==> config.mk <==
export PLATFORM = sky130hd
export DESIGN_NAME = http_request_head_parser_core
export DESIGN_NICKNAME = d
export VERILOG_FILES = /design/src/sv/hrp_pkg.sv /design/src/sv/hrp_step.sv /design/src/sv/hrp_result_queue.sv /design/src/sv/http_request_head_parser_core.sv
export SDC_FILE = /design/constraint.sdc
export NUM_CORES = 1
export LEC_CHECK = 0
export BUFFER_PORTS_ARGS = -buffer_cell sky130_fd_sc_hd__clkbuf_2
export CORE_ASPECT_RATIO = 0.9
export CORE_MARGIN = 2
export CORE_UTILIZATION = 40
export DETAILED_ROUTE_END_ITERATION = 12
export HOLD_SLACK_MARGIN = 0.02
export SLEW_MARGIN = 20
export SYNTH_ARGS = -nofsm -noshare
export SYNTH_HDL_FRONTEND = slang
export SYNTH_HIERARCHICAL = 1
export SYNTH_SLANG_ARGS = --single-unit
==> constraint.sdc <==
create_clock -name i_clk -period 10 [get_ports i_clk]
set_clock_uncertainty 0.1 [all_clocks]
set_input_delay 1 -clock i_clk [delete_from_list [all_inputs] [get_ports i_clk]]
set_output_delay 1 -clock i_clk [all_outputs]
set_load 0.02 [all_outputs]
==> src/sv/hrp_pkg.sv <==
// Package for the HTTP request head parser: state and result types, phase,
// event and error codes, literal tables and small helper functions.
// Depends on nothing; every other file imports it.
package hrp_pkg;

    // Parse phases.
    localparam logic [2:0] PH_METHOD = 3'd0;
    localparam logic [2:0] PH_TARGET = 3'd1;
    localparam logic [2:0] PH_PROTO  = 3'd2;
    localparam logic [2:0] PH_KEY    = 3'd3;
    localparam logic [2:0] PH_VALUE  = 3'd4;
    localparam logic [2:0] PH_DONE   = 3'd5;
    localparam logic [2:0] PH_FAULT  = 3'd6;
    localparam logic [2:0] PH_UNUSED = 3'd7;

    // Event kinds.
    localparam logic [2:0] EV_METHOD   = 3'd0;
    localparam logic [2:0] EV_TARGET   = 3'd1;
    localparam logic [2:0] EV_KEY      = 3'd2;
    localparam logic [2:0] EV_VALUE    = 3'd3;
    localparam logic [2:0] EV_HDR_END  = 3'd4;
    localparam logic [2:0] EV_HEAD_END = 3'd5;
    localparam logic [2:0] EV_ERROR    = 3'd6;

    // Error codes.
    localparam logic [2:0] ERR_TRUNCATED = 3'd0;
    localparam logic [2:0] ERR_METHOD    = 3'd1;
    localparam logic [2:0] ERR_TOKEN     = 3'd2;
    localparam logic [2:0] ERR_PROTOCOL  = 3'd3;
    localparam logic [2:0] ERR_HEADER    = 3'd4;

    // Method codes; NONE marks that no live candidate is complete.
    localparam logic [1:0] METH_GET  = 2'd0;
    localparam logic [1:0] METH_POST = 2'd1;
    localparam logic [1:0] METH_PUT  = 2'd2;
    localparam logic [1:0] METH_NONE = 2'd3;

    // Characters.
    localparam logic [7:0] CH_CR    = 8'h0D;
    localparam logic [7:0] CH_LF    = 8'h0A;
    localparam logic [7:0] CH_SP    = 8'h20;
    localparam logic [7:0] CH_COLON = 8'h3A;

    localparam logic [3:0] PROTO_LEN = 4'd8;
    localparam logic [3:0] IDX_MAX   = 4'd15;

    // Result queue geometry.
    localparam int QDEPTH = 4;
    localparam int QPTR_W = $clog2(QDEPTH);
    localparam int QCNT_W = $clog2(QDEPTH + 1);

    typedef struct packed {
        logic [2:0] phase;
        logic [3:0] lit_idx;
        logic [2:0] cand;
        logic       held_colon;
        logic       held_cr;
        logic       line_empty;
        logic       proto_ok;
    } t_state;

    localparam t_state ST_RESET = '{
        phase: PH_METHOD, lit_idx: 4'd0, cand: 3'b111, held_colon: 1'b0,
        held_cr: 1'b0, line_empty: 1'b1, proto_ok: 1'b0
    };

    typedef struct packed {
        logic [2:0] kind;
        logic [7:0] data;
        logic [1:0] meth;
        logic [2:0] err;
        logic       last;
    } t_res;

    // Up to two results from one item, in order.
    typedef struct packed {
        logic [1:0] cnt;
        t_res       e0;
        t_res       e1;
    } t_push;

    function automatic t_res mk_res(input logic [2:0] kind, input logic [7:0] data,
                                    input logic [1:0] meth, input logic [2:0] err);
        t_res r;
        r.kind = kind;
        r.data = data;
        r.meth = meth;
        r.err  = err;
        r.last = 1'b0;
        return r;
    endfunction

    function automatic t_push push(input t_push p, input t_res e);
        t_push q;
        q = p;
        if (p.cnt == 2'd0) begin
            q.e0  = e;
            q.cnt = 2'd1;
        end else if (p.cnt == 2'd1) begin
            q.e1  = e;
            q.cnt = 2'd2;
        end
        return q;
    endfunction

    function automatic logic [3:0] verb_len(input logic [1:0] k);
        logic [3:0] n;
        unique case (k)
            METH_GET:  n = 4'd3;
            METH_POST: n = 4'd4;
            METH_PUT:  n = 4'd3;
            default:   n = 4'd0;
        endcase
        return n;
    endfunction

    function automatic logic [7:0] verb_char(input logic [1:0] k, input logic [1:0] i);
        logic [7:0] c;
        unique case ({k, i})
            {METH_GET, 2'd0}:  c = 8'h47; // G
            {METH_GET, 2'd1}:  c = 8'h45; // E
            {METH_GET, 2'd2}:  c = 8'h54; // T
            {METH_POST, 2'd0}: c = 8'h50; // P
            {METH_POST, 2'd1}: c = 8'h4F; // O
            {METH_POST, 2'd2}: c = 8'h53; // S
            {METH_POST, 2'd3}: c = 8'h54; // T
            {METH_PUT, 2'd0}:  c = 8'h50; // P
            {METH_PUT, 2'd1}:  c = 8'h55; // U
            {METH_PUT, 2'd2}:  c = 8'h54; // T
            default:           c = 8'h00;
        endcase
        return c;
    endfunction

    function automatic logic [7:0] proto_char(input logic [2:0] i);
        logic [7:0] c;
        unique case (i)
            3'd0: c = 8'h48; // H
            3'd1: c = 8'h54; // T
            3'd2: c = 8'h54; // T
            3'd3: c = 8'h50; // P
            3'd4: c = 8'h2F; // /
            3'd5: c = 8'h31; // 1
            3'd6: c = 8'h2E; // .
            3'd7: c = 8'h31; // 1
        endcase
        return c;
    endfunction

    // First live method whose full length has been matched, else METH_NONE.
    function automatic logic [1:0] full_method(input logic [2:0] cand,
                                               input logic [3:0] idx);
        logic [1:0] m;
        priority if (cand[0] && verb_len(METH_GET) == idx) begin
            m = METH_GET;
        end else if (cand[1] && verb_len(METH_POST) == idx) begin
            m = METH_POST;
        end else if (cand[2] && verb_len(METH_PUT) == idx) begin
            m = METH_PUT;
        end else begin
            m = METH_NONE;
        end
        return m;
    endfunction

endpackage

==> src/sv/hrp_step.sv <==
// Per-byte parse step: from the current state and one input byte it works
// out the next state and up to two results. Pure combinational logic.
// Depends on hrp_pkg.
module hrp_step (
    input  hrp_pkg::t_state i_state,
    input  logic [7:0]      i_data_byte,
    input  logic            i_end_of_buffer,
    output hrp_pkg::t_state o_next,
    output hrp_pkg::t_push  o_push
);
    import hrp_pkg::*;

    always_comb begin
        t_state     s;
        t_push      p;
        logic       do_plain;
        logic [2:0] mask;
        logic [1:0] fm;
        logic [7:0] b;

        s        = i_state;
        p        = '0;
        do_plain = 1'b0;
        mask     = 3'b000;
        fm       = full_method(i_state.cand, i_state.lit_idx);
        b        = i_data_byte;

        if (i_state.phase < PH_DONE) begin
            if (i_state.held_cr) begin
                s.held_cr = 1'b0;
                if (b == CH_LF) begin
                    unique case (i_state.phase)
                        PH_METHOD: begin
                            p = push(p, mk_res(EV_ERROR, 8'h00, 2'd0,
                                     (fm != METH_NONE) ? ERR_TOKEN : ERR_METHOD));
                            s.phase = PH_FAULT;
                        end
                        PH_TARGET: begin
                            p = push(p, mk_res(EV_ERROR, 8'h00, 2'd0, ERR_TOKEN));
                            s.phase = PH_FAULT;
                        end
                        PH_PROTO: begin
                            if (i_state.proto_ok || i_state.lit_idx == PROTO_LEN) begin
                                s.phase      = PH_KEY;
                                s.line_empty = 1'b1;
                            end else begin
                                p = push(p, mk_res(EV_ERROR, 8'h00, 2'd0, ERR_PROTOCOL));
                                s.phase = PH_FAULT;
                            end
                        end
                        PH_KEY: begin
                            if (i_state.line_empty) begin
                                p = push(p, mk_res(EV_HEAD_END, 8'h00, 2'd0, 3'd0));
                                s.phase = PH_DONE;
                            end else begin
                                p = push(p, mk_res(EV_ERROR, 8'h00, 2'd0, ERR_HEADER));
                                s.phase = PH_FAULT;
                            end
                        end
                        default: begin
                            p = push(p, mk_res(EV_HDR_END, 8'h00, 2'd0, 3'd0));
                            s.phase      = PH_KEY;
                            s.line_empty = 1'b1;
                        end
                    endcase
                end else begin
                    // The held CR was not a line end: release it, then treat the byte.
                    unique case (i_state.phase)
                        PH_METHOD: begin
                            p = push(p, mk_res(EV_ERROR, 8'h00, 2'd0, ERR_METHOD));
                            s.phase = PH_FAULT;
                        end
                        PH_TARGET: begin
                            p = push(p, mk_res(EV_TARGET, CH_CR, 2'd0, 3'd0));
                            do_plain = 1'b1;
                        end
                        PH_PROTO: begin
                            if (!i_state.proto_ok) begin
                                p = push(p, mk_res(EV_ERROR, 8'h00, 2'd0, ERR_PROTOCOL));
                                s.phase = PH_FAULT;
                            end else begin
                                do_plain = 1'b1;
                            end
                        end
                        PH_KEY: begin
                            p = push(p, mk_res(EV_KEY, CH_CR, 2'd0, 3'd0));
                            s.line_empty = 1'b0;
                            do_plain     = 1'b1;
                        end
                        default: begin
                            p = push(p, mk_res(EV_VALUE, CH_CR, 2'd0, 3'd0));
                            do_plain = 1'b1;
                        end
                    endcase
                end
            end else if (i_state.held_colon) begin
                s.held_colon = 1'b0;
                if (b == CH_SP) begin
                    s.phase      = PH_VALUE;
                    s.line_empty = 1'b0;
                end else begin
                    p = push(p, mk_res(EV_KEY, CH_COLON, 2'd0, 3'd0));
                    s.line_empty = 1'b0;
                    do_plain     = 1'b1;
                end
            end else begin
                do_plain = 1'b1;
            end
        end

        // Ordinary handling of the byte; the phase is still the current one here.
        if (do_plain) begin
            unique case (i_state.phase)
                PH_METHOD: begin
                    if (b == CH_SP) begin
                        if (fm != METH_NONE) begin
                            p = push(p, mk_res(EV_METHOD, 8'h00, fm, 3'd0));
                            s.phase = PH_TARGET;
                        end else begin
                            p = push(p, mk_res(EV_ERROR, 8'h00, 2'd0, ERR_METHOD));
                            s.phase = PH_FAULT;
                        end
                    end else if (b == CH_CR) begin
                        s.held_cr = 1'b1;
                    end else begin
                        for (int k = 0; k < 3; k++) begin
                            if (i_state.cand[k] && i_state.lit_idx < verb_len(2'(k))
                                && verb_char(2'(k), i_state.lit_idx[1:0]) == b) begin
                                mask[k] = 1'b1;
                            end
                        end
                        s.cand = mask;
                        if (i_state.lit_idx < IDX_MAX) begin
                            s.lit_idx = i_state.lit_idx + 4'd1;
                        end
                        if (mask == 3'b000) begin
                            p = push(p, mk_res(EV_ERROR, 8'h00, 2'd0, ERR_METHOD));
                            s.phase = PH_FAULT;
                        end
                    end
                end
                PH_TARGET: begin
                    if (b == CH_SP) begin
                        s.phase    = PH_PROTO;
                        s.lit_idx  = 4'd0;
                        s.proto_ok = 1'b0;
                    end else if (b == CH_CR) begin
                        s.held_cr = 1'b1;
                    end else begin
                        p = push(p, mk_res(EV_TARGET, b, 2'd0, 3'd0));
                    end
                end
                PH_PROTO: begin
                    if (b == CH_CR) begin
                        s.held_cr = 1'b1;
                    end else if (i_state.proto_ok) begin
                        // Rest of the request line is skipped.
                    end else if (b == CH_SP) begin
                        if (i_state.lit_idx == PROTO_LEN) begin
                            s.proto_ok = 1'b1;
                        end else begin
                            p = push(p, mk_res(EV_ERROR, 8'h00, 2'd0, ERR_PROTOCOL));
                            s.phase = PH_FAULT;
                        end
                    end else if (i_state.lit_idx < PROTO_LEN
                                 && proto_char(i_state.lit_idx[2:0]) == b) begin
                        s.lit_idx = i_state.lit_idx + 4'd1;
                    end else begin
                        p = push(p, mk_res(EV_ERROR, 8'h00, 2'd0, ERR_PROTOCOL));
                        s.phase = PH_FAULT;
                    end
                end
                PH_KEY: begin
                    if (b == CH_COLON) begin
                        s.held_colon = 1'b1;
                    end else if (b == CH_CR) begin
                        s.held_cr = 1'b1;
                    end else begin
                        p = push(p, mk_res(EV_KEY, b, 2'd0, 3'd0));
                        s.line_empty = 1'b0;
                    end
                end
                PH_VALUE: begin
                    if (b == CH_CR) begin
                        s.held_cr = 1'b1;
                    end else begin
                        p = push(p, mk_res(EV_VALUE, b, 2'd0, 3'd0));
                    end
                end
                default: begin
                end
            endcase
        end

        // End of buffer: a head still open is reported as truncated.
        if (i_end_of_buffer) begin
            if (i_state.phase < PH_DONE && s.phase < PH_DONE) begin
                p = '0;
                p = push(p, mk_res(EV_ERROR, 8'h00, 2'd0, ERR_TRUNCATED));
            end
            s = ST_RESET;
        end

        if (p.cnt == 2'd1) begin
            p.e0.last = 1'b1;
        end else if (p.cnt == 2'd2) begin
            p.e1.last = 1'b1;
        end

        o_next = s;
        o_push = p;
    end

endmodule

==> src/sv/hrp_result_queue.sv <==
// Four-entry result queue: takes up to two results per cycle from the parse
// step and hands them out one per cycle on the output while i_stall is low.
// Depends on hrp_pkg.
module hrp_result_queue (
    input  logic           i_clk,
    input  logic           i_rst_n,
    input  hrp_pkg::t_push i_push,
    output logic           o_room,
    output logic           o_valid,
    input  logic           i_stall,
    output hrp_pkg::t_res  o_head
);
    import hrp_pkg::*;

    t_res                r_mem [QDEPTH];
    logic [QPTR_W-1:0]   r_wr_ptr, n_wr_ptr;
    logic [QPTR_W-1:0]   r_rd_ptr, n_rd_ptr;
    logic [QCNT_W-1:0]   r_count, n_count;
    logic                pop;

    assign o_valid = (r_count != '0);
    assign o_head  = r_mem[r_rd_ptr];
    assign pop     = o_valid && !i_stall;
    // Two free entries are needed whatever the current item produces.
    assign o_room  = (r_count <= QCNT_W'(QDEPTH - 2));

    always_comb begin
        n_wr_ptr = r_wr_ptr + QPTR_W'(i_push.cnt);
        n_rd_ptr = pop ? r_rd_ptr + QPTR_W'(1) : r_rd_ptr;
        n_count  = r_count + QCNT_W'(i_push.cnt) - QCNT_W'(pop);
    end

    always_ff @(posedge i_clk) begin
        if (!i_rst_n) begin
            r_wr_ptr <= '0;
            r_rd_ptr <= '0;
            r_count  <= '0;
        end else begin
            r_wr_ptr <= n_wr_ptr;
            r_rd_ptr <= n_rd_ptr;
            r_count  <= n_count;
        end
    end

    always_ff @(posedge i_clk) begin
        if (i_push.cnt != 2'd0) begin
            r_mem[r_wr_ptr] <= i_push.e0;
        end
        if (i_push.cnt == 2'd2) begin
            r_mem[r_wr_ptr + QPTR_W'(1)] <= i_push.e1;
        end
    end

    a_count_bound: assert property (@(posedge i_clk) disable iff (!i_rst_n)
        r_count <= QCNT_W'(QDEPTH))
        else $error("result queue count beyond depth");

    a_no_overflow: assert property (@(posedge i_clk) disable iff (!i_rst_n)
        (i_push.cnt != 2'd0) |-> (32'(r_count) + 32'(i_push.cnt) - 32'(pop)
                                  <= QDEPTH))
        else $error("results pushed into a full queue");

    a_pop_only: assert property (@(posedge i_clk) disable iff (!i_rst_n)
        (pop && i_push.cnt == 2'd0) |=> (r_count == $past(r_count) - QCNT_W'(1)))
        else $error("queue count did not fall after a lone pop");

endmodule

==> src/sv/http_request_head_parser_core.sv <==
// Top level of the HTTP request head parser: input register, parse state,
// per-byte step logic and the result queue.
// Depends on hrp_pkg, hrp_step and hrp_result_queue.
//
//   channel  direction  handshake          payload
//   input    in         i_valid / o_stall  i_data_byte, i_end_of_buffer
//   output   out        o_valid / i_stall  o_event_kind, o_out_byte, o_method_code,
//                                          o_error_code, o_last_of_run
//
// One byte is accepted per cycle while o_stall is low; a byte that yields two
// results sends them out in turn, and the four-entry result queue sets how far
// input and output may drift apart. An accepted byte waits in the input register,
// then its results are written into the result queue. Reset is synchronous and
// needs no clearing pass. A stall on the output backs up into the queue, then into o_stall.
module http_request_head_parser_core (
    input  logic       i_clk,
    input  logic       i_rst_n,
    input  logic       i_valid,
    input  logic [7:0] i_data_byte,
    input  logic       i_end_of_buffer,
    output logic       o_stall,
    output logic       o_valid,
    input  logic       i_stall,
    output logic [2:0] o_event_kind,
    output logic [7:0] o_out_byte,
    output logic [1:0] o_method_code,
    output logic [2:0] o_error_code,
    output logic       o_last_of_run
);
    import hrp_pkg::*;

    logic       r_in_valid;
    logic [7:0] r_in_byte;
    logic       r_in_eob;
    t_state     r_state, n_state;
    t_push      step_push;
    t_push      q_push;
    t_res       q_head;
    logic       q_room;
    logic       step_go;
    logic       in_accept;

    assign step_go   = r_in_valid && q_room;
    assign o_stall   = r_in_valid && !q_room;
    assign in_accept = i_valid && !o_stall;

    always_ff @(posedge i_clk) begin
        if (!i_rst_n) begin
            r_in_valid <= 1'b0;
        end else if (in_accept) begin
            r_in_valid <= 1'b1;
        end else if (step_go) begin
            r_in_valid <= 1'b0;
        end
    end

    always_ff @(posedge i_clk) begin
        if (in_accept) begin
            r_in_byte <= i_data_byte;
            r_in_eob  <= i_end_of_buffer;
        end
    end

    hrp_step u_step (
        .i_state         (r_state),
        .i_data_byte     (r_in_byte),
        .i_end_of_buffer (r_in_eob),
        .o_next          (n_state),
        .o_push          (step_push)
    );

    always_ff @(posedge i_clk) begin
        if (!i_rst_n) begin
            r_state <= ST_RESET;
        end else if (step_go) begin
            r_state <= n_state;
        end
    end

    always_comb begin
        q_push = step_push;
        if (!step_go) begin
            q_push.cnt = 2'd0;
        end
    end

    hrp_result_queue u_queue (
        .i_clk   (i_clk),
        .i_rst_n (i_rst_n),
        .i_push  (q_push),
        .o_room  (q_room),
        .o_valid (o_valid),
        .i_stall (i_stall),
        .o_head  (q_head)
    );

    assign o_event_kind  = q_head.kind;
    assign o_out_byte    = q_head.data;
    assign o_method_code = q_head.meth;
    assign o_error_code  = q_head.err;
    assign o_last_of_run = q_head.last;

    a_stall_needs_item: assert property (@(posedge i_clk) disable iff (!i_rst_n)
        o_stall |-> r_in_valid)
        else $error("input stalled with no item held");

    a_eob_resets: assert property (@(posedge i_clk) disable iff (!i_rst_n)
        (step_go && r_in_eob) |=> (r_state == ST_RESET))
        else $error("state not back at reset after end of buffer");

    a_phase_legal: assert property (@(posedge i_clk) disable iff (!i_rst_n)
        r_state.phase != PH_UNUSED)
        else $error("parse phase reached the unused code");

    a_push_has_last: assert property (@(posedge i_clk) disable iff (!i_rst_n)
        (q_push.cnt == 2'd1) |-> (q_push.e0.last))
        else $error("single result of an item not marked last");

endmodule

* Yosys cells after proc, flatten, opt, wreduce, memory -nomap -nowiden
Memory sizes are Yosys's and may differ from the RTL's. A register that Yosys moved wholly into a read port is not among the register bits. Cells that the tools add are included.
Storage, ports and cells: input bits 13, bits in read-only memories 56, output and inout bits 19, bits in writable memories 68, memories 2, logic and storage cells 263, bits in registers 31
Memory list:
- u_queue.r_mem | depth 4, bits a word 17, read ports 1, clocked after memory_dff 1, write ports 2, RTL line hrp_result_queue.sv:15 | t_res r_mem [QDEPTH];
- (name not given) | depth 8, bits a word 7, read ports 1, clocked after memory_dff 1, write ports 0, RTL line hrp_pkg.sv:137 | unique case (i)
Cells by class: multiplexer cells 166, $lt $le $gt $ge 7, equality and inequality tests 33, reduce and logical (&&, ||, !) cells 36, add/subtract/negate cells 6
Operators with widths (count):
- 36-bit two-way mux | 20
- 17-bit two-way mux | 18
- 36-bit one-hot mux with 4 select lines | 2
- 36-bit one-hot mux with 5 select lines | 1
- 8-bit two-way mux | 17
- 35-bit two-way mux | 3
- 7-bit one-hot mux with 3 select lines | 3
- 3-bit two-way mux | 17
- 1-bit two-way mux | 48
- 4-bit two-way mux | 11
- 34-bit two-way mux | 1
- 33-bit two-way mux | 1
- 8-bit == test | 4
- 8-bit one-hot mux with 4 select lines | 1
- 14-bit two-way mux | 2
- 7-bit two-way mux | 4
- 2-bit two-way mux | 10
- 8-bit by 4-bit == test with 1-bit output, second input constant | 2
- 8-bit by 6-bit == test with 1-bit output, second input constant | 2
- 1-bit logical AND | 15
- 3-bit inequality test, second input constant | 5
- 11-bit AND reduction | 1
- 10-bit two-way mux | 1
- 5-bit AND reduction | 2
- other kinds (32) | 57

* Depth between registers and ports, before layout
Gate-level depths: netlist (run 1).
depth after elaboration 28, gate-level depth with buffers 22, gate-level depth less buffers 21

* Cells and area by module
The synthesis (run 1) kept the hierarchy.
By module, submodules not included:
- hrp_result_queue | instances 1, seq. area each 2222.1 um^2, area each 3826.2 um^2, cells each 218
- hrp_step | instances 1, seq. area each 0.0 um^2, area each 2168.3 um^2, cells each 364
- http_request_head_parser_core | instances 1, seq. area each 570.5 um^2, area each 924.6 um^2, cells each 80

* Least setup slack after synthesis (run 1)
No wires, ideal clock.
path kind reg2reg, from reg r_state[7] (netlist name), to mem u_queue/r_mem[0][0] (netlist name) (enable), data arrival time 4.660 ns, clock period less this slack 5.178 ns, data required time 9.482 ns, setup time 0.418 ns, setup slack 4.822 ns, cell stages (with the launch flop) 18, path buffers 1, cells stage by stage dfxtp_1 > clkbuf_1 > inv_1 > ha_1 > inv_1 > a2111oi_0 > o221ai_1 > nor3_1 > inv_1 > ha_1 > mux2_2 > nand3_1 > a31oi_1 > a21oi_1 > nand2b_1 > and3_1 > nor2_1 > o31ai_1
RTL lines:
- start, declared | RTL line http_request_head_parser_core.sv:35 | t_state r_state, n_state;
- start signal, assigned | RTL line http_request_head_parser_core.sv:76 | r_state <= n_state;
- end, declared | RTL line hrp_result_queue.sv:15

==> summary.txt, run 1 <==
Critical path class -> reg2reg
Routability Congestion -> 0.976
Cells resized by post-CTS repair -> 0
Largest net degree at the start of global routing -> 35
Largest area contributor in the netlist -> edfxtp_1
Detailed Route Iter0 Violations -> 476
Status -> finished, final reports clean
GR met1 Demand/Resource -> 29.2%
Slew @ Worst Pin -> 1050 ps
Area Growth Syn to Fin -> 7.02%
Antenna Nets Post-Route -> 0
Global route overflow -> 0
Met3 Use GR -> 5.55%
# rows -> 45
Total Nets Final -> 689
Setup TNS -> 0 ps
Most instantiated cells after synthesis -> edfxtp_1, mux2_2, nand2_1, nor2_1, a21oi_1
Hold depth -> 2
Initial Util -> 41.0%
CP max FO -> 18
PortBufs -> 31
Synth Area in Adders -> 2.64%
Worst setup EP type -> flop
Layout cell share with drive strength beyond 1 -> 25.9%
Via count -> 5442
Clock Pin Slew Worst Setup and Hold Paths -> 70 ps
Peak Freq -> 0.180 GHz
Total length of routed wires -> 19.2 mm
Worst r2r path cells -> 13
# diodes -> 0
Hold/Removal Path Class -> reg2reg
FF-to-FF End -> u_queue/r_mem[2][11]
Crit path largest cell delay -> 620 ps
Vias in the first global route -> 5303
RSZ-0062 raised after global routing -> false
Reg2Reg Launch Point -> r_in_byte[1]
Setup Buffers After CTS -> 0
CP Data Required Time -> 9890 ps
Largest family of logic cells by synthesized area -> multiplexers
GR Util met2 -> 33.4%
Post-synthesis mux area share -> 18.5%
TritonCTS clock tree -> built
Max Buffers Root-to-Sink -> 2
Drt pass-1 iters -> 5
Final Util -> 43.8%
# DRC -> 0
Worst-path cell chain -> or4_1 > or3_1 > a22o_1 > ha_1 > mux2_2 > nand3_1 > a31oi_1 > a21oi_1 > nand2b_1 > and3_1 > nor2b_2 > and3b_2 > a21o_1
Tmin final -> 5560 ps
Die ar. -> 18400 µm²
WHS Endpoint -> u_queue/r_rd_ptr[1]
Drt wl/cell -> 21.8 µm
Max Slew Vio Count -> 0
Slew margin rel. -> 30.2%
Share of the synthesized area in the top cell type -> 33.4%
VDD IR-drop max -> 0.0866 mV
Average cell area after synthesis -> 10.5 µm²
Period utilization -> 55.6%
Clk_lat worst skew -> 360 ps
Endpoints failing setup -> 0
Fin area -> 7400 µm²
MaxCap Viol Count -> 0
Compound-Gate Fraction of Synth Area -> 14.2%
DP Wirelength -> 13.6 mm
Initial antenna violation count -> 0
Core area -> 16900 µm²
Cells after Synth -> 662
Synthesized flop and latch total -> 101
EDFF count, synth -> 77
Hold-fix buffers, CTS -> 0
Busiest grt layer -> met2
PwrDens -> 163 nW/µm²
H-tree depth -> 3
Startpoint Class -> flop
Syn Std Cell Area -> 6920 µm²
Top_reg_cell synth -> edfxtp_1
R2R Setup Slk -> 4440 ps
Total track usage -> 21.4%
Post-synth cell types -> 79
Worst path slowest cell -> or3_1
TritonCTS buffer count -> 9
CTS sink count -> 101
Final Hold Slack -> 395 ps
Avg Vias per Cell -> 6.20
Post-Synth XOR/XNOR Area -> 1.27%
Top post-synthesis cells by area -> edfxtp_1, mux2_2, dfxtp_1, mux4_2, a21oi_1
Clk root buf -> clkbuf_16
Synthesis Warnings -> 6
Top-count cell post-synth -> edfxtp_1
Area after DPL -> 7120 µm²
Pleak -> 2.67 nW
Post-synthesis sequential area ratio -> 40.4%
Hold Violations, Final -> 0
First-pass GRT wire length -> 30.1 mm
Ys async rst share -> 0%
I/O pin count -> 32
Simple-gate share of the synthesized area -> 16.9%
Worst EP arrival -> 5450 ps
Hold Startpoint -> u_queue/r_rd_ptr[1]
Die H -> 129 µm
Die width -> 143 µm
metal layers:
layer  up-vias  part of all wire [%]
met1      2699                    46
met2       208                    45
li1       2501                     -
met5         -                     0
met4         0                   2.2
met3        34                   6.4
stage by stage:
step / total power [W] / worst slack (ps) / instances
2_1_floorplan: 0.000785 / 4820 / 664
6_report: 0.00121 / 4440 / 878
4_1_cts: 0.00122 / 4470 / 878
3_3_place_gp: 0.000869 / 4630 / 862
3_5_place_dp: 0.000874 / 4520 / 862
5_1_grt: 0.00127 / 4010 / 878
area by class of cell:
type,instances,area (µm²)
clock inverter,7,56.3
fill,1592,9490
clock buffer,9,225
sequential,101,2790
tap,211,264
inverter,31,116
timing repair buffer,41,230
multi-input combinational,478,3720
cells in the final DEF, fill, tap and decap left out, types with 5 or more instances in the layout:
cell	count
edfxtp_1	77
mux2_2	60
nand2_1	45
nor2_1	43
a21oi_1	34
inv_1	31
clkbuf_2	31
o21ai_0	29
dfxtp_1	24
nand3_1	21
nor3_1	19
mux4_2	17
nand4_1	15
ha_1	13
and2_1	11
buf_4	10
mux2_4	10
clkbuf_16	9
and3_1	8
nand2b_1	8
nor4_1	8
nor2b_1	7
o21ai_2	7
mux2i_1	7
xnor2_1	7
o211ai_2	5
a31oi_1	5
a211o_1	5
registers in the layout, indices dropped and copies added, names as in the netlist, named ones only:
name,cells
r_in_byte,8
r_in_eob,1
r_in_valid,1
r_state,14
u_queue/r_count,3
u_queue/r_mem,68
u_queue/r_rd_ptr,2
u_queue/r_wr_ptr,2
logic make-up after synthesis:
logic type               after synthesis
AO/OA/AOI/OAI                        140
XOR/XNOR                              10
adder cells (fa/ha/maj)               14
buffers and inverters                 85
flip-flops                           101
multiplexers                          94
other                                  1
AND/OR/NAND/NOR                      217
critical path: cells and delay by family (launching register included):
| kind | cells | cell delay (ps) |
|---|---|---|
| compound gates | 4 | 1470 |
| fa+ha+maj | 1 | 370 |
| flops | 1 | 560 |
| mux | 1 | 260 |
| simple gates | 7 | 2410 |
how the worst max path moves through the flow:
stage                     slack (ps)                    to         start  cells past startpoint
final                           4440  u_queue/r_mem[2][11]  r_in_byte[1]                     13
after global routing            4010  u_queue/r_mem[2][11]    r_state[7]                     17
after CTS                       4470  u_queue/r_mem[2][11]  r_in_byte[1]                     13
after detailed placement        4520   u_queue/r_mem[3][8]    r_state[7]                     17
after global placement          4630  u_queue/r_mem[2][10]  r_in_byte[2]                     13
after floorplan                 4820   u_queue/r_mem[0][0]    r_state[7]                     17
where the power goes:
group | leakage (nW) | internal (W) | switching (W)
Sequential | 0.916 | 0.000491 | 0.0000364
Combinational | 1.63 | 0.000142 | 0.000195
Clock | 0.132 | 0.000172 | 0.000170
Note: power is estimated with default switching activity, not from simulation.
==> inputs of run 2 (changes only) <==
--- a/config.mk
+++ b/config.mk
@@ -5,6 +5,7 @@
 export SDC_FILE = /design/constraint.sdc
 export NUM_CORES = 1
 export LEC_CHECK = 0
+export ABC_AREA = 1
 export BUFFER_PORTS_ARGS = -buffer_cell sky130_fd_sc_hd__clkbuf_2
 export CORE_ASPECT_RATIO = 0.9
 export CORE_MARGIN = 2
==> constraint.sdc (replaced) <==
create_clock -name i_clk -period 4.6 [get_ports i_clk]
set_clock_uncertainty 0.1 [all_clocks]
set_input_delay 0.46 -clock i_clk [delete_from_list [all_inputs] [get_ports i_clk]]
set_output_delay 0.46 -clock i_clk [all_outputs]
set_load 0.02 [all_outputs]
==> summary.txt, run 2 <==
Worst r2r path cells -> 26
Post-synthesis mux area share -> 0.139%
# diodes -> 0
Largest net degree at the start of global routing -> 36
Endpoints failing setup -> 0
Biggest regs -> u_queue/r_mem: 68 flops, r_state: 14 flops, r_in_byte: 8 flops
Average cell area after synthesis -> 7.32 µm²
Startpoint Class -> flop
Area occupied by registers -> 2800 µm²
Routability Congestion -> 0.971
Hold/Removal Path Class -> in2reg
Number of fill cells -> 1806
Total Nets Final -> 1045
Pleak -> 3.45 nW
Core area -> 17700 µm²
Drt pass-1 iters -> 5
Share of the synthesized area in the top cell type -> 32.1%
Hold-fix buffers, CTS -> 0
Biggest register -> u_queue/r_mem
Buf+Inv Stages, Crit Path -> 7
Most common cell after layout, fill and taps aside -> nand2_1
Final Hold Slack -> 165 ps
TritonCTS buffer count -> 9
Via count -> 6620
PwrDens -> 504 nW/µm²
Worst path slowest cell -> fa_1
Global route overflow -> 0
CP max FO -> 7
Synthesized flop and latch total -> 101
Max Slew Vio Count -> 0
Die width -> 146 µm
Status -> finished, final reports clean
Tmin final -> 4260 ps
Drt wl/cell -> 16.1 µm
Crit-path leading delay family -> simple AND/OR/NAND/NOR gates
Largest family of logic cells by synthesized area -> simple AND/OR/NAND/NOR gates
I/O pin count -> 32
# rows -> 46
First-pass GRT wire length -> 32.8 mm
Simple-gate share of the synthesized area -> 30.1%
H-tree depth -> 3
Initial antenna violation count -> 0
Post-synth cell types -> 47
Die H -> 131 µm
Clk root buf -> clkbuf_16
Top-count cell post-synth -> nand2_1
Cells after Synth -> 985
Max Buffers Root-to-Sink -> 2
Ys async rst share -> 0%
Avg Vias per Cell -> 5.24
Die ar. -> 19100 µm²
Top post-synthesis cells by area -> edfxtp_1, nand2_1, nor2_1, dfxtp_1, inv_1
VDD IR-drop max -> 0.241 mV
Post-synthesis sequential area ratio -> 38.7%
DP Wirelength -> 14.8 mm
Syn Std Cell Area -> 7210 µm²
Slew @ Worst Pin -> 957 ps
Hold Violations, Final -> 0
Cell count along the critical path -> 26
Worst setup EP type -> flop
Total track usage -> 21.5%
Antenna Nets Post-Route -> 0
Commonest non-fill, non-tap cells in the layout -> nand2_1, nor2_1, inv_1, edfxtp_1, o21ai_0
Layout cell share with drive strength beyond 1 -> 16.2%
Initial Util -> 40.8%
Peak Freq -> 0.235 GHz
CP Data Required Time -> 4750 ps
Multi-input logic area -> 3730 µm²
Critical path class -> reg2reg
Synth Area in Adders -> 2.53%
PortBufs -> 31
Setup TNS -> 0 ps
Vias in the first global route -> 6134
Worst EP arrival -> 4410 ps
TritonCTS clock tree -> built
Area Growth Syn to Fin -> 12.0%
CTS sink count -> 101
Largest area contributor in the netlist -> edfxtp_1
Detailed Route Iter0 Violations -> 690
Crit path largest cell delay -> 420 ps
Compound-Gate Fraction of Synth Area -> 18.0%
Hold depth -> 1
EDFF count, synth -> 77
Most instantiated cells after synthesis -> nand2_1, nor2_1, inv_1, edfxtp_1, o21ai_0
Total length of routed wires -> 20.3 mm
Clock Pin Slew Worst Setup and Hold Paths -> 80 ps
Synthesis Warnings -> 6
Post-Synth XOR/XNOR Area -> 0%
Max reg flops -> 68
CP most frequent cell -> inv_1
Clk_lat worst skew -> 360 ps
# DRC -> 0
MaxCap Viol Count -> 0
Slew margin rel. -> 36.0%
Period utilization -> 92.6%
Top_reg_cell synth -> edfxtp_1
RSZ-0062 raised after global routing -> false
## run 2: final cells by class
cell class	instances	area share, %
Clock buffer	9	2.79
Tap cell	240	3.72
Timing Repair Buffer	61	5.95
Inverter	119	5.59
Sequential cell	101	34.6
Multi-Input combinational cell	726	46.2
Clock inverter	7	1.15
## run 2: path summary, 6_finish.rpt
kind	slack (ps)	startpoint	end
setup / recovery	340	r_state[7]	u_queue/r_count[2]
hold / removal	170	i_data_byte[0]	r_in_byte[0]
setup reg to reg	340	r_state[7]	u_queue/r_count[2]
hold reg to reg	370	r_state[1]	r_state[1]
## run 2: timing repair
item,CTS,global route
setup buffers,0,0
endpoints found under the hold margin,0,0
gates resized for setup,0,4
endpoints found under the setup margin,0,1
## run 2: worst reg2reg max path, stage by stage, from the launching register on
cell and delay, ps:
dfxtp_2 370, inv_1 130, ha_1 380, inv_1 140, nand2_1 80, nand2_1 70
nor2_1 40, nand2_1 90, nor2_1 50, nor2_1 140, nand2_1 130, inv_1 120
ha_1 150, a21oi_1 60, nand3b_1 240, a31oi_4 210, nand2_1 90, inv_1 50
inv_1 30, nor2_1 200, inv_2 60, ha_1 270, inv_1 50, fa_1 420
or2_2 290, a21oi_1 130, nor2_1 60
## run 2: per-stage QoR
stage	power (W)	cell area [µm²]	setup WS [ps]	util [%]	cells
floorplan	0.00268	7220	18.6	-	987
global placement	0.00323	7740	438	43.8	1247
detailed placement	0.00324	7740	311	43.8	1247
CTS	0.00407	8060	262	45.6	1263
global route	0.00437	8080	40.5	45.7	1263
finish	0.00407	8080	338	45.7	1263
## run 2: kinds of logic (layout without fill, tap and decap cells)
family          Yosys count  in the layout
mux                       1              1
fa+ha+maj                14             14
compound gates          211            211
other cells               1              3
simple gates            497            497
buf+inv                 160            196
flops                   101            101
## run 2: metal layers
metal  global-route usage, %  vias up  wire [µm]
met1                    30.4     3081      10000
met4                    6.97        0        346
met3                    3.13       25        898
li1                        -     3343          -
met2                    34.0      171       9060
met5                       0        -          0
## run 2: report_power, final
part | total (W) | switching, W | internal [W]
combinational | 0.00196 | 0.00131 | 0.000644
clock | 0.000831 | 0.000389 | 0.000442
sequential | 0.00128 | 0.000102 | 0.00118
==> inputs of run 3 (changes only) <==
--- a/config.mk
+++ b/config.mk
@@ -9,7 +9,7 @@
 export BUFFER_PORTS_ARGS = -buffer_cell sky130_fd_sc_hd__clkbuf_2
 export CORE_ASPECT_RATIO = 0.9
 export CORE_MARGIN = 2
-export CORE_UTILIZATION = 40
+export CORE_UTILIZATION = 45
 export DETAILED_ROUTE_END_ITERATION = 12
 export HOLD_SLACK_MARGIN = 0.02
 export SLEW_MARGIN = 20
==> summary.txt, run 3 (same netlist as run 2, synthesis figures left out) <==
Status -> finished, final reports clean
I/O pin count -> 32
TritonCTS buffer count -> 9
Int Pwr -> 0.00226 W
Period utilization -> 90.4%
Max Slew Vio Count -> 0
Die width -> 137 µm
Number of fill cells -> 1535
First-pass GRT wire length -> 32.8 mm
Drt wl/cell -> 16.3 µm
Sw Share -> 44.4%
Seq pwr share -> 31.3%
Detailed Route Iter0 Violations -> 689
Clk network pwr share -> 20.2%
Total Nets Final -> 1048
Area after DPL -> 7690 µm²
VDD IR-drop max -> 0.343 mV
Endpoints failing setup -> 0
Antenna Nets Post-Route -> 0
PortBufs -> 31
Slew margin rel. -> 29.5%
Clk root buf -> clkbuf_16
Global route overflow -> 0
Biggest regs -> u_queue/r_mem: 68 flops, r_state: 14 flops, r_in_byte: 8 flops
Initial Util -> 46.4%
NetSw -> 0.00181 W
Clk_lat worst skew -> 360 ps
CP Data Required Time -> 4750 ps
# rows -> 43
# DRC -> 0
Worst EP arrival -> 4310 ps
Setup TNS -> 0 ps
Die H -> 124 µm
Final Hold Slack -> 171 ps
Layout cell share with drive strength beyond 1 -> 16.9%
Clock Pin Slew Worst Setup and Hold Paths -> 80 ps
Biggest register -> u_queue/r_mem
Avg Vias per Cell -> 5.50
PwrDens -> 506 nW/µm²
R2R Setup Slk -> 440 ps
Tmin final -> 4160 ps
Total track usage -> 25.2%
Commonest non-fill, non-tap cells in the layout -> nand2_1, nor2_1, inv_1, edfxtp_1, o21ai_0
Post-place setup slack -> 246 ps
CP max FO -> 7
Final worst slack -> 443 ps
Drt pass-1 iters -> 8
TritonCTS clock tree -> built
Total length of routed wires -> 20.1 mm
Pleak -> 3.46 nW
Routability Congestion -> 0.981
Max Buffers Root-to-Sink -> 2
DP Wirelength -> 14.7 mm
Startpoint Class -> flop
Slew @ Worst Pin -> 1060 ps
Worst setup EP type -> flop
H-tree depth -> 3
CTS sink count -> 101
Critical path class -> reg2reg
Largest net degree at the start of global routing -> 36
Peak Freq -> 0.241 GHz
Final Util -> 51.8%
Hold/Removal Path Class -> in2reg
Hold-fix buffers, CTS -> 0
Initial antenna violation count -> 0
Die ar. -> 17100 µm²
Most common cell after layout, fill and taps aside -> nand2_1
Fin area -> 8060 µm²
Logic pwr share -> 48.5%
Hold Violations, Final -> 0
# diodes -> 0
Via count -> 6753
Core area -> 15500 µm²
MaxCap Viol Count -> 0
Max reg flops -> 68
Vias in the first global route -> 6088
Area Growth Syn to Fin -> 11.7%
## run 3: final timing paths
path	endpoint	depth (start not counted)	from
min	r_in_eob	1	i_end_of_buffer
min reg2reg	r_state[1]	2	r_state[1]
max reg2reg	u_queue/r_count[2]	26	r_state[7]
max	u_queue/r_count[2]	26	r_state[7]
## run 3: power by group through the flow
stage,clock [W],sequential [W],combinational [W]
2_1_floorplan,0,0.00126,0.00142
3_3_place_gp,0,0.00129,0.00192
3_5_place_dp,0,0.00130,0.00192
4_1_cts,0.000839,0.00128,0.00193
5_1_grt,0.000874,0.00129,0.00224
6_report,0.000821,0.00128,0.00198
## run 3: layer usage
layer | up-vias | track usage, % | share of wire, %
met2 | 244 | 37.9 | 43
met4 | 0 | 6.70 | 1.4
met1 | 3132 | 37.5 | 49
met5 | - | 0 | 0
met3 | 24 | 3.95 | 6.8
li1 | 3353 | - | -
## run 3: area by class of cell
| class | count | area, µm² | share of cell area, % |
|---|---|---|---|
| multi-input cells | 726 | 3770 | 46.8 |
| flip-flops and latches | 101 | 2800 | 34.7 |
| repair buffers | 64 | 478 | 5.93 |
| inverters | 119 | 452 | 5.60 |
| well taps | 202 | 253 | 3.14 |
| clock buffers | 9 | 225 | 2.79 |
| clock inverters | 7 | 88.8 | 1.10 |
## run 3: timing repair
item                                    CTS  global route
endpoints found under the setup margin    0             2
buffers inserted                          0             2
gates resized for setup                   0             9
## run 3: stage by stage
stage	total power [W]	std cells
final	0.00408	1228
after global placement	0.00322	1210
after detailed placement	0.00322	1210
after CTS	0.00404	1226
after global routing	0.00441	1228
after floorplan	0.00268	987
## run 3: worst max-delay path, cell delays in order, from the launching register on
cell	delay, ps
dfxtp_2	350
inv_1	220
ha_4	260
inv_1	90
nand2_1	60
nand2_1	70
nor2_1	40
nand2_1	100
nor2_1	60
nor2_1	140
nand2_1	110
inv_1	100
ha_1	140
a21oi_1	50
nand3b_1	240
a31oi_4	250
nand2_1	70
inv_1	50
inv_1	40
nor2_2	150
inv_2	100
ha_1	280
inv_1	50
fa_1	430
or2_2	300
a21oi_1	130
nor2_1	60
